File: src/hw/rtl/clipped_color_key_sprite_blit_defines.svh
// Assertion helpers shared by the RTL of the sprite blitter.
`ifndef CLIPPED_COLOR_KEY_SPRITE_BLIT_DEFINES_SVH
`define CLIPPED_COLOR_KEY_SPRITE_BLIT_DEFINES_SVH

// Consequent must hold in the same cycle as the antecedent.
`define CCKSB_ASSERT_SAME(lbl, ante, cons, msg) \
   lbl: assert property (@(posedge clock) disable iff (reset) (ante) |-> (cons)) \
      else $error(msg);

// Consequent must hold in the cycle after the antecedent.
`define CCKSB_ASSERT_NEXT(lbl, ante, cons, msg) \
   lbl: assert property (@(posedge clock) disable iff (reset) (ante) |=> (cons)) \
      else $error(msg);

`endif

File: src/hw/rtl/ccksb_pkg.sv
`timescale 1ns / 1ps
package ccksb_pkg;

   localparam int MAX_SPRITE_SIDE = 256;
   localparam int MAX_SCENE_SIDE  = 2048;

   // Sprite counters index up to MAX_SPRITE_SIDE-1; side registers hold up to MAX_SPRITE_SIDE.
   localparam int CountW  = $clog2(MAX_SPRITE_SIDE);
   localparam int SideW   = CountW + 1;
   localparam int SceneW  = $clog2(MAX_SCENE_SIDE) + 1;
   localparam int PosW    = SceneW;
   localparam int RowW    = SceneW + 1;
   localparam int OffsetW = 22;
   localparam int PixelW  = 8;
   localparam int CsrIdxW = 3;
   localparam int CsrDataW = SceneW;

   localparam logic [SideW-1:0] SideMax = SideW'(MAX_SPRITE_SIDE);

   typedef enum logic [CsrIdxW-1:0] {
      CSR_SPRITE_X      = 3'd0,
      CSR_SPRITE_Y      = 3'd1,
      CSR_SPRITE_WIDTH  = 3'd2,
      CSR_SPRITE_HEIGHT = 3'd3,
      CSR_SCENE_WIDTH   = 3'd4,
      CSR_SCENE_HEIGHT  = 3'd5,
      CSR_KEY_COLOR     = 3'd6,
      CSR_KEY_ENABLE    = 3'd7
   } csr_index_type;

   typedef struct packed {
      logic [PosW-1:0]    sprite_x;      // two's complement
      logic [PosW-1:0]    sprite_y;      // two's complement
      logic [SideW-1:0]   sprite_width;
      logic [SideW-1:0]   sprite_height;
      logic [SceneW-1:0]  scene_width;
      logic [SceneW-1:0]  scene_height;
      logic [PixelW-1:0]  key_color;
      logic               key_enable;
      logic [OffsetW-1:0] start_base;    // sprite_y * scene_width, mod 2^OffsetW
   } cfg_type;

   // Zero acts as one, anything above the maximum acts as the maximum.
   function automatic logic [SideW-1:0] clamp_side(input logic [SideW-1:0] v);
      logic [SideW-1:0] r;
      begin
         if (v == '0) begin
            r = SideW'(1);
         end else if (v > SideMax) begin
            r = SideMax;
         end else begin
            r = v;
         end
         return r;
      end
   endfunction

endpackage

File: src/hw/rtl/ccksb_cfg.sv
`timescale 1ns / 1ps
module ccksb_cfg (
   input  logic                               clock,
   input  logic                               reset,
   input  logic                               csr_valid,
   output logic                               csr_ready,
   input  logic [ccksb_pkg::CsrIdxW-1:0]      csr_index,
   input  logic [ccksb_pkg::CsrDataW-1:0]     csr_data,
   output ccksb_pkg::cfg_type                 cfg
);

   ccksb_pkg::cfg_type cfg_ff;
   ccksb_pkg::cfg_type cfg_in;
   logic signed [ccksb_pkg::PosW+ccksb_pkg::SceneW:0] product;

   assign csr_ready = 1'b1;

   always_comb begin
      cfg_in = cfg_ff;
      if (csr_valid) begin
         case (ccksb_pkg::csr_index_type'(csr_index))
            ccksb_pkg::CSR_SPRITE_X:      cfg_in.sprite_x = csr_data[ccksb_pkg::PosW-1:0];
            ccksb_pkg::CSR_SPRITE_Y:      cfg_in.sprite_y = csr_data[ccksb_pkg::PosW-1:0];
            ccksb_pkg::CSR_SPRITE_WIDTH:
               cfg_in.sprite_width = csr_data[ccksb_pkg::SideW-1:0];
            ccksb_pkg::CSR_SPRITE_HEIGHT:
               cfg_in.sprite_height = csr_data[ccksb_pkg::SideW-1:0];
            ccksb_pkg::CSR_SCENE_WIDTH:
               cfg_in.scene_width = csr_data[ccksb_pkg::SceneW-1:0];
            ccksb_pkg::CSR_SCENE_HEIGHT:
               cfg_in.scene_height = csr_data[ccksb_pkg::SceneW-1:0];
            ccksb_pkg::CSR_KEY_COLOR:     cfg_in.key_color = csr_data[ccksb_pkg::PixelW-1:0];
            ccksb_pkg::CSR_KEY_ENABLE:    cfg_in.key_enable = csr_data[0];
            default: ;
         endcase
      end
      // Track the start base from the new values so it is ready on the next cycle.
      product = $signed(cfg_in.sprite_y) * $signed({1'b0, cfg_in.scene_width});
      cfg_in.start_base = product[ccksb_pkg::OffsetW-1:0];
   end

   always_ff @(posedge clock) begin
      if (reset) begin
         cfg_ff.sprite_x      <= '0;
         cfg_ff.sprite_y      <= '0;
         cfg_ff.sprite_width  <= ccksb_pkg::SideW'(1);
         cfg_ff.sprite_height <= ccksb_pkg::SideW'(1);
         cfg_ff.scene_width   <= ccksb_pkg::SceneW'(640);
         cfg_ff.scene_height  <= ccksb_pkg::SceneW'(480);
         cfg_ff.key_color     <= '0;
         cfg_ff.key_enable    <= 1'b1;
         cfg_ff.start_base    <= '0;
      end else begin
         cfg_ff <= cfg_in;
      end
   end

   assign cfg = cfg_ff;

endmodule

File: src/hw/rtl/clipped_color_key_sprite_blit.sv
`timescale 1ns / 1ps
// Colour-key sprite blitter with scene clipping. Sprite pixels arrive on the
// req_ stream in raster order, one request per pixel, and each yields one
// rsp_ item in the cycle after it is taken: the scene byte offset (row times pitch plus
// column, modulo 2^22), the pixel itself, a write enable in rsp_tuser and
// rsp_tlast on the final pixel of the sprite; the next pixel after that
// starts a new sprite. The enable is set only when the target row and column
// lie inside the scene and, with key_enable set, the pixel differs from
// key_color; when it is clear the offset reads as zero. The block sustains
// one pixel per clock: the row/column counters, the running row base adder
// and the clip compares all settle combinationally between the request and the
// output register, and a new request is taken whenever the output register is
// empty or being drained. Registers are written through the csr_ port, which
// is always ready; the start base (sprite_y times scene_width) is formed by a
// single multiplier at write time, so a sprite may start on the cycle after a
// write. sprite_y and the start base are sampled at each sprite's first pixel;
// the other registers act immediately.
module clipped_color_key_sprite_blit (
   input  logic                             clock,
   input  logic                             reset,
   // configuration writes
   input  logic                             csr_valid,
   output logic                             csr_ready,
   input  logic [ccksb_pkg::CsrIdxW-1:0]    csr_index,
   input  logic [ccksb_pkg::CsrDataW-1:0]   csr_data,
   // sprite pixels
   input  logic                             req_tvalid,
   output logic                             req_tready,
   input  logic [7:0]                       req_tdata,   // [7:0] pixel
   // scene writes
   output logic                             rsp_tvalid,
   input  logic                             rsp_tready,
   output logic [31:0]                      rsp_tdata,   // [21:0] scene_offset, [29:22] pixel_out
   output logic                             rsp_tuser,   // [0] write_enable
   output logic                             rsp_tlast    // last_pixel
);

`include "clipped_color_key_sprite_blit_defines.svh"

   ccksb_pkg::cfg_type cfg;

   ccksb_cfg u_cfg (
      .clock     (clock),
      .reset     (reset),
      .csr_valid (csr_valid),
      .csr_ready (csr_ready),
      .csr_index (csr_index),
      .csr_data  (csr_data),
      .cfg       (cfg)
   );

   // Sprite walk state
   logic [ccksb_pkg::CountW-1:0]  col_cnt_ff, col_cnt_in;
   logic [ccksb_pkg::CountW-1:0]  row_cnt_ff, row_cnt_in;
   logic [ccksb_pkg::RowW-1:0]    scene_row_ff, scene_row_in;
   logic [ccksb_pkg::OffsetW-1:0] row_base_ff, row_base_in;

   // Output register
   logic                          rsp_valid_ff;
   logic                          rsp_we_ff;
   logic [ccksb_pkg::OffsetW-1:0] rsp_offset_ff;
   logic [ccksb_pkg::PixelW-1:0]  rsp_pixel_ff;
   logic                          rsp_last_ff;

   logic                          req_accept;
   logic                          first_pixel;
   logic [ccksb_pkg::SideW-1:0]   width_eff;
   logic [ccksb_pkg::SideW-1:0]   height_eff;
   logic                          row_end;
   logic                          last_in;
   logic [ccksb_pkg::RowW-1:0]    scene_row_cur;
   logic [ccksb_pkg::OffsetW-1:0] row_base_cur;
   logic [ccksb_pkg::RowW-1:0]    col_pos;
   logic                          in_scene;
   logic                          we_in;
   logic [ccksb_pkg::OffsetW-1:0] offset_in;
   logic [ccksb_pkg::PixelW-1:0]  pixel;

   // Take a request whenever the output slot is free or being emptied.
   assign req_tready = !rsp_valid_ff || rsp_tready;
   assign req_accept = req_tvalid && req_tready;
   assign pixel      = req_tdata[ccksb_pkg::PixelW-1:0];

   always_comb begin
      first_pixel = (col_cnt_ff == '0) && (row_cnt_ff == '0);
      width_eff   = ccksb_pkg::clamp_side(cfg.sprite_width);
      height_eff  = ccksb_pkg::clamp_side(cfg.sprite_height);

      // Counters past a shrunk size also end the row or sprite.
      row_end = ({1'b0, col_cnt_ff} + ccksb_pkg::SideW'(1)) >= width_eff;
      last_in = row_end && (({1'b0, row_cnt_ff} + ccksb_pkg::SideW'(1)) >= height_eff);

      // Reload row and base at the first pixel of a sprite.
      scene_row_cur = first_pixel ? {cfg.sprite_y[ccksb_pkg::PosW-1], cfg.sprite_y}
                                  : scene_row_ff;
      row_base_cur  = first_pixel ? cfg.start_base : row_base_ff;

      col_pos = {cfg.sprite_x[ccksb_pkg::PosW-1], cfg.sprite_x}
              + {1'b0, {(ccksb_pkg::RowW-ccksb_pkg::CountW-1){1'b0}}, col_cnt_ff};

      // Clip both axes: negative positions carry the sign in the top bit.
      in_scene = !col_pos[ccksb_pkg::RowW-1]
              && (col_pos[ccksb_pkg::SceneW-1:0] < cfg.scene_width)
              && !scene_row_cur[ccksb_pkg::RowW-1]
              && (scene_row_cur[ccksb_pkg::SceneW-1:0] < cfg.scene_height);

      we_in = in_scene && (!cfg.key_enable || (pixel != cfg.key_color));

      offset_in = we_in
         ? row_base_cur + {{(ccksb_pkg::OffsetW-ccksb_pkg::RowW){col_pos[ccksb_pkg::RowW-1]}},
                           col_pos}
         : '0;

      // Advance the walk
      col_cnt_in   = col_cnt_ff;
      row_cnt_in   = row_cnt_ff;
      scene_row_in = scene_row_ff;
      row_base_in  = row_base_ff;
      if (req_accept) begin
         if (last_in) begin
            col_cnt_in = '0;
            row_cnt_in = '0;
         end else if (row_end) begin
            col_cnt_in   = '0;
            row_cnt_in   = row_cnt_ff + ccksb_pkg::CountW'(1);
            scene_row_in = scene_row_cur + ccksb_pkg::RowW'(1);
            row_base_in  = row_base_cur
                         + {{(ccksb_pkg::OffsetW-ccksb_pkg::SceneW){1'b0}}, cfg.scene_width};
         end else begin
            col_cnt_in   = col_cnt_ff + ccksb_pkg::CountW'(1);
            scene_row_in = scene_row_cur;
            row_base_in  = row_base_cur;
         end
      end
   end

   always_ff @(posedge clock) begin
      if (reset) begin
         col_cnt_ff   <= '0;
         row_cnt_ff   <= '0;
         scene_row_ff <= '0;
         row_base_ff  <= '0;
         rsp_valid_ff <= 1'b0;
      end else begin
         col_cnt_ff   <= col_cnt_in;
         row_cnt_ff   <= row_cnt_in;
         scene_row_ff <= scene_row_in;
         row_base_ff  <= row_base_in;
         if (req_accept) begin
            rsp_valid_ff <= 1'b1;
         end else if (rsp_tready) begin
            rsp_valid_ff <= 1'b0;
         end
      end
   end

   // Payload: load on every accepted request, hold otherwise.
   always_ff @(posedge clock) begin
      if (req_accept) begin
         rsp_we_ff     <= we_in;
         rsp_offset_ff <= offset_in;
         rsp_pixel_ff  <= pixel;
         rsp_last_ff   <= last_in;
      end
   end

   assign rsp_tvalid = rsp_valid_ff;
   assign rsp_tdata  = {2'b00, rsp_pixel_ff, rsp_offset_ff};
   assign rsp_tuser  = rsp_we_ff;
   assign rsp_tlast  = rsp_last_ff;

   `CCKSB_ASSERT_SAME(a_offset_zero_when_masked, rsp_tvalid && !rsp_tuser,
      rsp_tdata[21:0] == 22'd0, "clipped or keyed pixel carries a nonzero offset")
   `CCKSB_ASSERT_NEXT(a_last_resets_walk, req_accept && last_in,
      (col_cnt_ff == '0) && (row_cnt_ff == '0), "walk counters not cleared after last pixel")
   `CCKSB_ASSERT_NEXT(a_column_steps, req_accept && !row_end,
      col_cnt_ff == $past(col_cnt_ff) + ccksb_pkg::CountW'(1), "column counter failed to advance")
   `CCKSB_ASSERT_NEXT(a_request_yields_item, req_accept, rsp_tvalid,
      "accepted request produced no result")

endmodule

File: config.mk
export PLATFORM = sky130hd
export DESIGN_NAME = clipped_color_key_sprite_blit
export DESIGN_NICKNAME = d
export VERILOG_FILES = /design/src/hw/rtl/ccksb_pkg.sv /design/src/hw/rtl/ccksb_cfg.sv /design/src/hw/rtl/clipped_color_key_sprite_blit.sv
export VERILOG_INCLUDE_DIRS = /design/src /design/src/hw/rtl
export SDC_FILE = /design/constraint.sdc
export NUM_CORES = 1
export LEC_CHECK = 0
export CAP_MARGIN = 0
export CORE_MARGIN = 4
export CORE_UTILIZATION = 45
export DETAILED_ROUTE_END_ITERATION = 16
export DONT_BUFFER_PORTS = 1
export SYNTH_ARGS = -nofsm -noshare
export SYNTH_HDL_FRONTEND = slang
export SYNTH_SLANG_ARGS = --single-unit
File: constraint.sdc
create_clock -name clock -period 18.6 [get_ports clock]
set_clock_uncertainty 0.05 [all_clocks]
set_input_delay 2.79 -clock clock [delete_from_list [all_inputs] [get_ports clock]]
set_output_delay 2.79 -clock clock [all_outputs]
set_load 0.01 [all_outputs]
---- Yosys cells after proc, flatten, opt, wreduce, memory -nomap -nowiden ----
Cells that the tools add are included.
word-level totals
  flip-flop bits (word level) ............. 181
  bits of input ports ..................... 28
  output and inout port bits .............. 37
  logic and storage cells ................. 92
operators by class
  $add $sub $neg .......................... 8
  multiply operators ...................... 1
  order comparisons ....................... 6
  equal/unequal tests ..................... 8
  muxes and demuxes ....................... 22
  bitwise logic cells ..................... 1
  reductions and logical operators ........ 28
operators by type and width
  operator                                                                number
  63-bit two-way mux                                                      1
  9-bit two-way mux                                                       6
  22-bit two-way mux                                                      2
  8-bit two-way mux                                                       5
  12-bit two-way mux                                                      3
  13-bit two-way mux                                                      2
  12-bit less-than comparator                                             2
  22-bit by 12-bit adder with 22-bit output                               1
  22-bit adder                                                            1
  12-bit by 13-bit multiplier with 22-bit output                          1
  8-bit by 1-bit adder with 9-bit output (second input constant)          2
  9-bit greater-or-equal comparator                                       2
  9-bit greater-than comparator (second input constant)                   2
  9-bit logical NOT                                                       2
  8-bit by 1-bit adder with 8-bit output (second input constant)          2
  8-bit logical NOT                                                       2
  2-bit AND reduction                                                     8
  12-bit by 9-bit adder with 13-bit output                                1
  13-bit by 1-bit adder with 13-bit output (second input constant)        1
  3-bit equality test (second input constant)                             4
  8-bit inequality test                                                   1
  1-bit logical AND                                                       7
  3-bit by 2-bit equality test with 1-bit output (second input constant)  2
  1-bit logical NOT                                                       4
  6 further kinds                                                         10

---- Longest topological paths before layout ----
  depth in word-level cells ............... 7
  gate-level depth with buffers ........... 26
  depth with buffers taken out ............ 24

---- Hierarchy ----
A second synthesis with hierarchy kept.
second synthesis, totals
  cells, all modules ...................... 1874
  area, all modules ....................... 15696.3 µm²
modules (own cells, without submodules)
  module                         instances  cells each  area an instance (µm²)
  ccksb_cfg                      1          911         7908.8
  clipped_color_key_sprite_blit  1          963         7787.5

---- Least setup slack after synthesis ----
OpenSTA, ideal clock, no wires.
  path type ............................... input -> register
  from .................................... in csr_index[1] (netlist bit)
  to ...................................... reg u_cfg.cfg_ff (netlist bit u_cfg.cfg[20])
  setup time .............................. 0.116 ns
  data arrival time ....................... 8.752 ns
  setup slack ............................. 9.683 ns
  cell stages on the path ................. 22
  buffers on the path ..................... 3
  path through ............................ clkbuf_1 -> nor3_1 -> clkbuf_1 -> buf_1 -> o21ai_1 -> nor2_1 -> fa_1 -> fa_1 -> fa_1 -> fa_1 -> inv_1 -> fa_1 -> inv_1 -> ha_1 -> and2_1 -> a31oi_1 -> o31ai_1 -> o211a_1 -> o31ai_1 -> nand2_1 -> or2_2 -> and3_1
on the way
  word-level cells in the longest chain between the ends .. 4
ends and longest elaborated chain
  element                                                                                       RTL line                             text
  start, declared                                                                               clipped_color_key_sprite_blit.sv:24  input logic [ccksb_pkg::CsrIdxW-1:0] csr_index,
  3-bit by 1-bit equality test with 1-bit output / 3-bit equality test (equally long branches)  ccksb_cfg.sv:21                      case (ccksb_pkg::csr_index_type'(csr_index))
  12-bit two-way mux                                                                            ccksb_cfg.sv:21
  63-bit two-way mux *                                                                          ccksb_cfg.sv:20                      if (csr_valid) begin
  12-bit by 13-bit multiplier with 22-bit output *                                              ccksb_cfg.sv:38                      product = $signed(cfg_in.sprite_y) * $signed({1'b0, cfg_in.scene_width});
  end signal, assigned                                                                          ccksb_cfg.sv:54                      cfg_ff <= cfg_in;
  end, declared                                                                                 ccksb_cfg.sv:12                      ccksb_pkg::cfg_type cfg_ff;
Mark *: on every way between the ends. The rest lies on a longest branch, timed or not.
A chain may end at the register's enable or synchronous reset.

---- Worst setup path in the final report ----
  from .................................... in csr_index[2] (netlist bit)
  to ...................................... reg u_cfg.cfg_ff (netlist bit u_cfg.cfg[21])
The elaborated chain is that of the path after synthesis.

==> summary.json <==
{
  "setup_path": {
    "crit_fanout": 20,
    "critPathLaunchType": "primary input",
    "cp_data_required_time_ns": 18.89,
    "endpoint_kind": "flip-flop",
    "worst_ep_arrival_time_ns": 9.62,
    "critical_path_class": "in2reg"
  },
  "power_and_ir_drop": {
    "seq_power_share_pct": 44.4,
    "net_switching_component_of_the_power_uw": 306,
    "switching_share_pct": 31.5,
    "power.internal_uw": 665,
    "clkPwrFrac_pct": 37.9,
    "power_leakage_nw": 7.14,
    "worst_ir_drop_vdd_v": 0.0000563,
    "power_density_mw_per_mm2": 60.6,
    "combPwrFrac_pct": 17.7,
    "post-layout-total-power_uw": 971
  },
  "yosys": {
    "synth.top_cells.by_area": "dfxtp_1, fa_1, ha_1, nand2_1, edfxtp_1",
    "post_synth_num_cell_types": 67,
    "synth.top_cell.area_share_pct": 19.9,
    "ys_seq_area_share_pct": 26.3,
    "yosys_register_bits": 181,
    "postSynthAreaPerCell_sq_um": 8.25,
    "synth_ff_type": "dfxtp_1",
    "post_synth_mux_area_share_pct": 3.12,
    "async_reset_ff_share_pct": 0,
    "post_synthesis_instance_area_sq_mm": 0.0150,
    "post_synth_edffs": 32,
    "synth_compound_gate_area_share_pct": 12.5,
    "post_synthesis_cell_count": 1820,
    "dominant_combinational_cell_family_by_area_after_synthesis": "adder cells",
    "post_synth_and_or_nand_nor_area_fraction_pct": 21.1,
    "synth_fa_ha_area_share_pct": 26.1,
    "synth_area_leader_cell": "dfxtp_1",
    "synth.yosys.warnings": 0,
    "xor_xnor_fraction_of_synth_area_pct": 4.49
  },
  "floorplan": {
    "dieWidth_um": 191,
    "die_h_um": 191,
    "num_rows": 66,
    "num_io_pins": 65,
    "initial_utilization_pct": 45.9,
    "fp.coreArea_sq_mm": 0.0327,
    "die_area_sq_mm": 0.0363
  },
  "clocking": {
    "clkSinkCount": 181,
    "clock_latency_ns": 0.44,
    "number_of_clock_buffers_inserted_by_tritoncts": 17,
    "cts.repair.resized": 0,
    "cts.path.max_buffers": 2,
    "clock_tree_from_tritoncts": "done",
    "cts.clk_slew.worst_paths_ns": 0.08,
    "cts_setup_buffers": 0,
    "number_of_h_tree_levels": 4,
    "cts_hold_buf": 0,
    "ctsRootBufferMaster": "clkbuf_16"
  },
  "run_status": {
    "status": "finished, final reports clean"
  },
  "final_layout": {
    "post_route_cells_drive_above_1_share_pct": 5.10,
    "fillCellCount": 3229,
    "layoutNonFillerInstCount": 2247,
    "ant_diodes": 0,
    "finalNetCount": 2071,
    "finalCoreUtilization_pct": 49.0,
    "final_design_area_no_fill_sq_mm": 0.0160,
    "layout-area-overhead-vs-synth_pct": 6.67
  },
  "timing": {
    "timing.final.max_slew_violations": 0,
    "hold_slack_ns": 0.406,
    "layout_setup_ws_ns": 9.27,
    "worst_pin_slew_ns": 1.23,
    "finalCritPeriodShare_pct": 50.2,
    "max_slew_headroom_pct": 17.6,
    "max_freq_mhz": 107,
    "setup_tns_ns": 0,
    "finalHoldViolations": 0,
    "setup_repair_after_global_routing_missed_its_margin": "false",
    "setup_viol": 0,
    "post-route-min-period_ns": 9.33
  },
  "place": {
    "port-buffer-count": 0,
    "globalplace.congestion": 0.927,
    "pre_cts_ws_ns": 8.89,
    "dp.cells": 2215,
    "postPlaceCellArea_sq_mm": 0.0154,
    "place_hpwl_um": 31400
  },
  "route": {
    "drc": 0,
    "drt_iter0_markers": 908,
    "drt_pass1_iterations": 6,
    "drt_wl_total_um": 40200,
    "avgRoutedWirePerCell_um": 17.9,
    "via_per_inst": 5.43,
    "postRouteAntennaNets": 0,
    "vias": 12200
  },
  "grt": {
    "overflow": 0,
    "antenna_violations_before_repair": 0,
    "total_track_usage_pct": 22.3,
    "grt_first_pass_wirelength_um": 64500,
    "grt_start_max_net_pins": 136,
    "first_global_vias": 11700
  },
  "job": {
    "drv_cap": 0
  },
  "min_path": {
    "hold_path_class": "reg2reg"
  }
}
sequential cells by signal (all words and copies together), names as in the netlist:
name / cells
scene_row_ff: 13
row_base_ff: 22
rsp_tuser: 1
u_cfg.cfg: 97
rsp_tlast: 1
rsp_tvalid: 1
row_cnt_ff: 8
rsp_pixel_ff: 8
col_cnt_ff: 8
rsp_offset_ff: 22
area by class of cell:
type / count / area [sq um] / area share, %
Clock buffer: 17 / 425 / 2.66
Clock inverter: 15 / 160 / 1.00
Inverter: 181 / 679 / 4.24
Multi-Input combinational cell: 1396 / 10100 / 63.3
Sequential cell: 181 / 3940 / 24.6
Tap cell: 442 / 553 / 3.45
Timing Repair Buffer: 15 / 113 / 0.703
cells in the mapped netlist, types with 6 or more instances:
library cell,count
o21ai_1,8
nand3_1,36
fa_1,104
o21ai_0,52
mux2i_1,24
nor4_1,7
or3_1,9
nor2_1,195
xor2_1,36
o21bai_1,6
and3_1,24
dfxtp_1,149
nand3b_1,9
a31oi_1,18
nand4_1,10
a21oi_1,119
edfxtp_1,32
or2_2,12
ha_1,147
nor3_1,28
o211ai_1,15
xnor2_1,41
clkbuf_1,46
inv_1,177
nor2b_1,13
and2_1,12
mux2_2,15
buf_1,7
nand2b_1,12
nand2_1,333
a211oi_1,20
a21o_1,19
o21a_1,16
critical path, cell delays in order:
cell and delay, ns:
nand2b_1 0.17, nor2_2 0.96, mux2i_1 0.93, nor2_1 0.18, fa_1 0.51, ha_1 0.32, fa_1 0.51, inv_1 0.05
fa_1 0.46, fa_1 0.54, inv_1 0.04, ha_1 0.35, a211oi_1 0.38, o211ai_1 0.22, a31oi_1 0.25, a21oi_1 0.16
a2111oi_0 0.44, o21bai_1 0.12, xnor2_1 0.16, nor2_1 0.05
cell usage in the layout (no fill, tap or decap), types with 12 or more instances in the layout:
cell type / netlist / routed
a211oi_1: 20 / 20
a21o_1: 19 / 19
a21oi_1: 119 / 119
a31oi_1: 18 / 17
and2_1: 12 / 12
and3_1: 24 / 24
buf_4: 4 / 15
clkbuf_16: 0 / 17
dfxtp_1: 149 / 149
edfxtp_1: 32 / 32
fa_1: 104 / 104
ha_1: 147 / 147
inv_1: 177 / 176
mux2_2: 15 / 15
mux2i_1: 24 / 24
nand2_1: 333 / 333
nand2b_1: 12 / 12
nand3_1: 36 / 36
nor2_1: 195 / 194
nor2b_1: 13 / 13
nor3_1: 28 / 27
o211ai_1: 15 / 15
o21a_1: 16 / 16
o21ai_0: 52 / 52
or2_2: 12 / 12
xnor2_1: 41 / 41
xor2_1: 36 / 36
logic make-up after synthesis:
kind of cell               Yosys count
other                                2
muxes                               42
and+or+nand+nor                    716
adders and majority gates          251
buffers and inverters              244
xor gates and xnor gates            77
AOI/OAI and AO/OA                  307
DFF                                181
power groups by stage:
stage	combinational [mW]	sequential [mW]	clock, mW
2_1_floorplan	0.131	0.436	0
3_3_place_gp	0.169	0.439	0
3_5_place_dp	0.171	0.440	0
4_1_cts	0.172	0.431	0.375
5_1_grt	0.192	0.432	0.390
6_report	0.172	0.431	0.368
metal layers:
metal	GRT usage (%)	part of all wire, %
met1	32.0	46
met2	35.4	46
met3	3.42	5.7
met4	5.69	2.2
met5	0	0
final timing paths:
| check | start | end | slack (ns) | cells past startpoint |
|---|---|---|---|---|
| min reg2reg | scene_row_ff[10] | scene_row_ff[10] | 0.41 | 2 |
| max | csr_index[2] | u_cfg.cfg[21] | 9.27 | 20 |
| max reg2reg | u_cfg.cfg[44] | u_cfg.cfg[21] | 12.30 | 20 |
| min | scene_row_ff[10] | scene_row_ff[10] | 0.41 | 2 |
No activity file was read; power rests on OpenSTA's default activity.
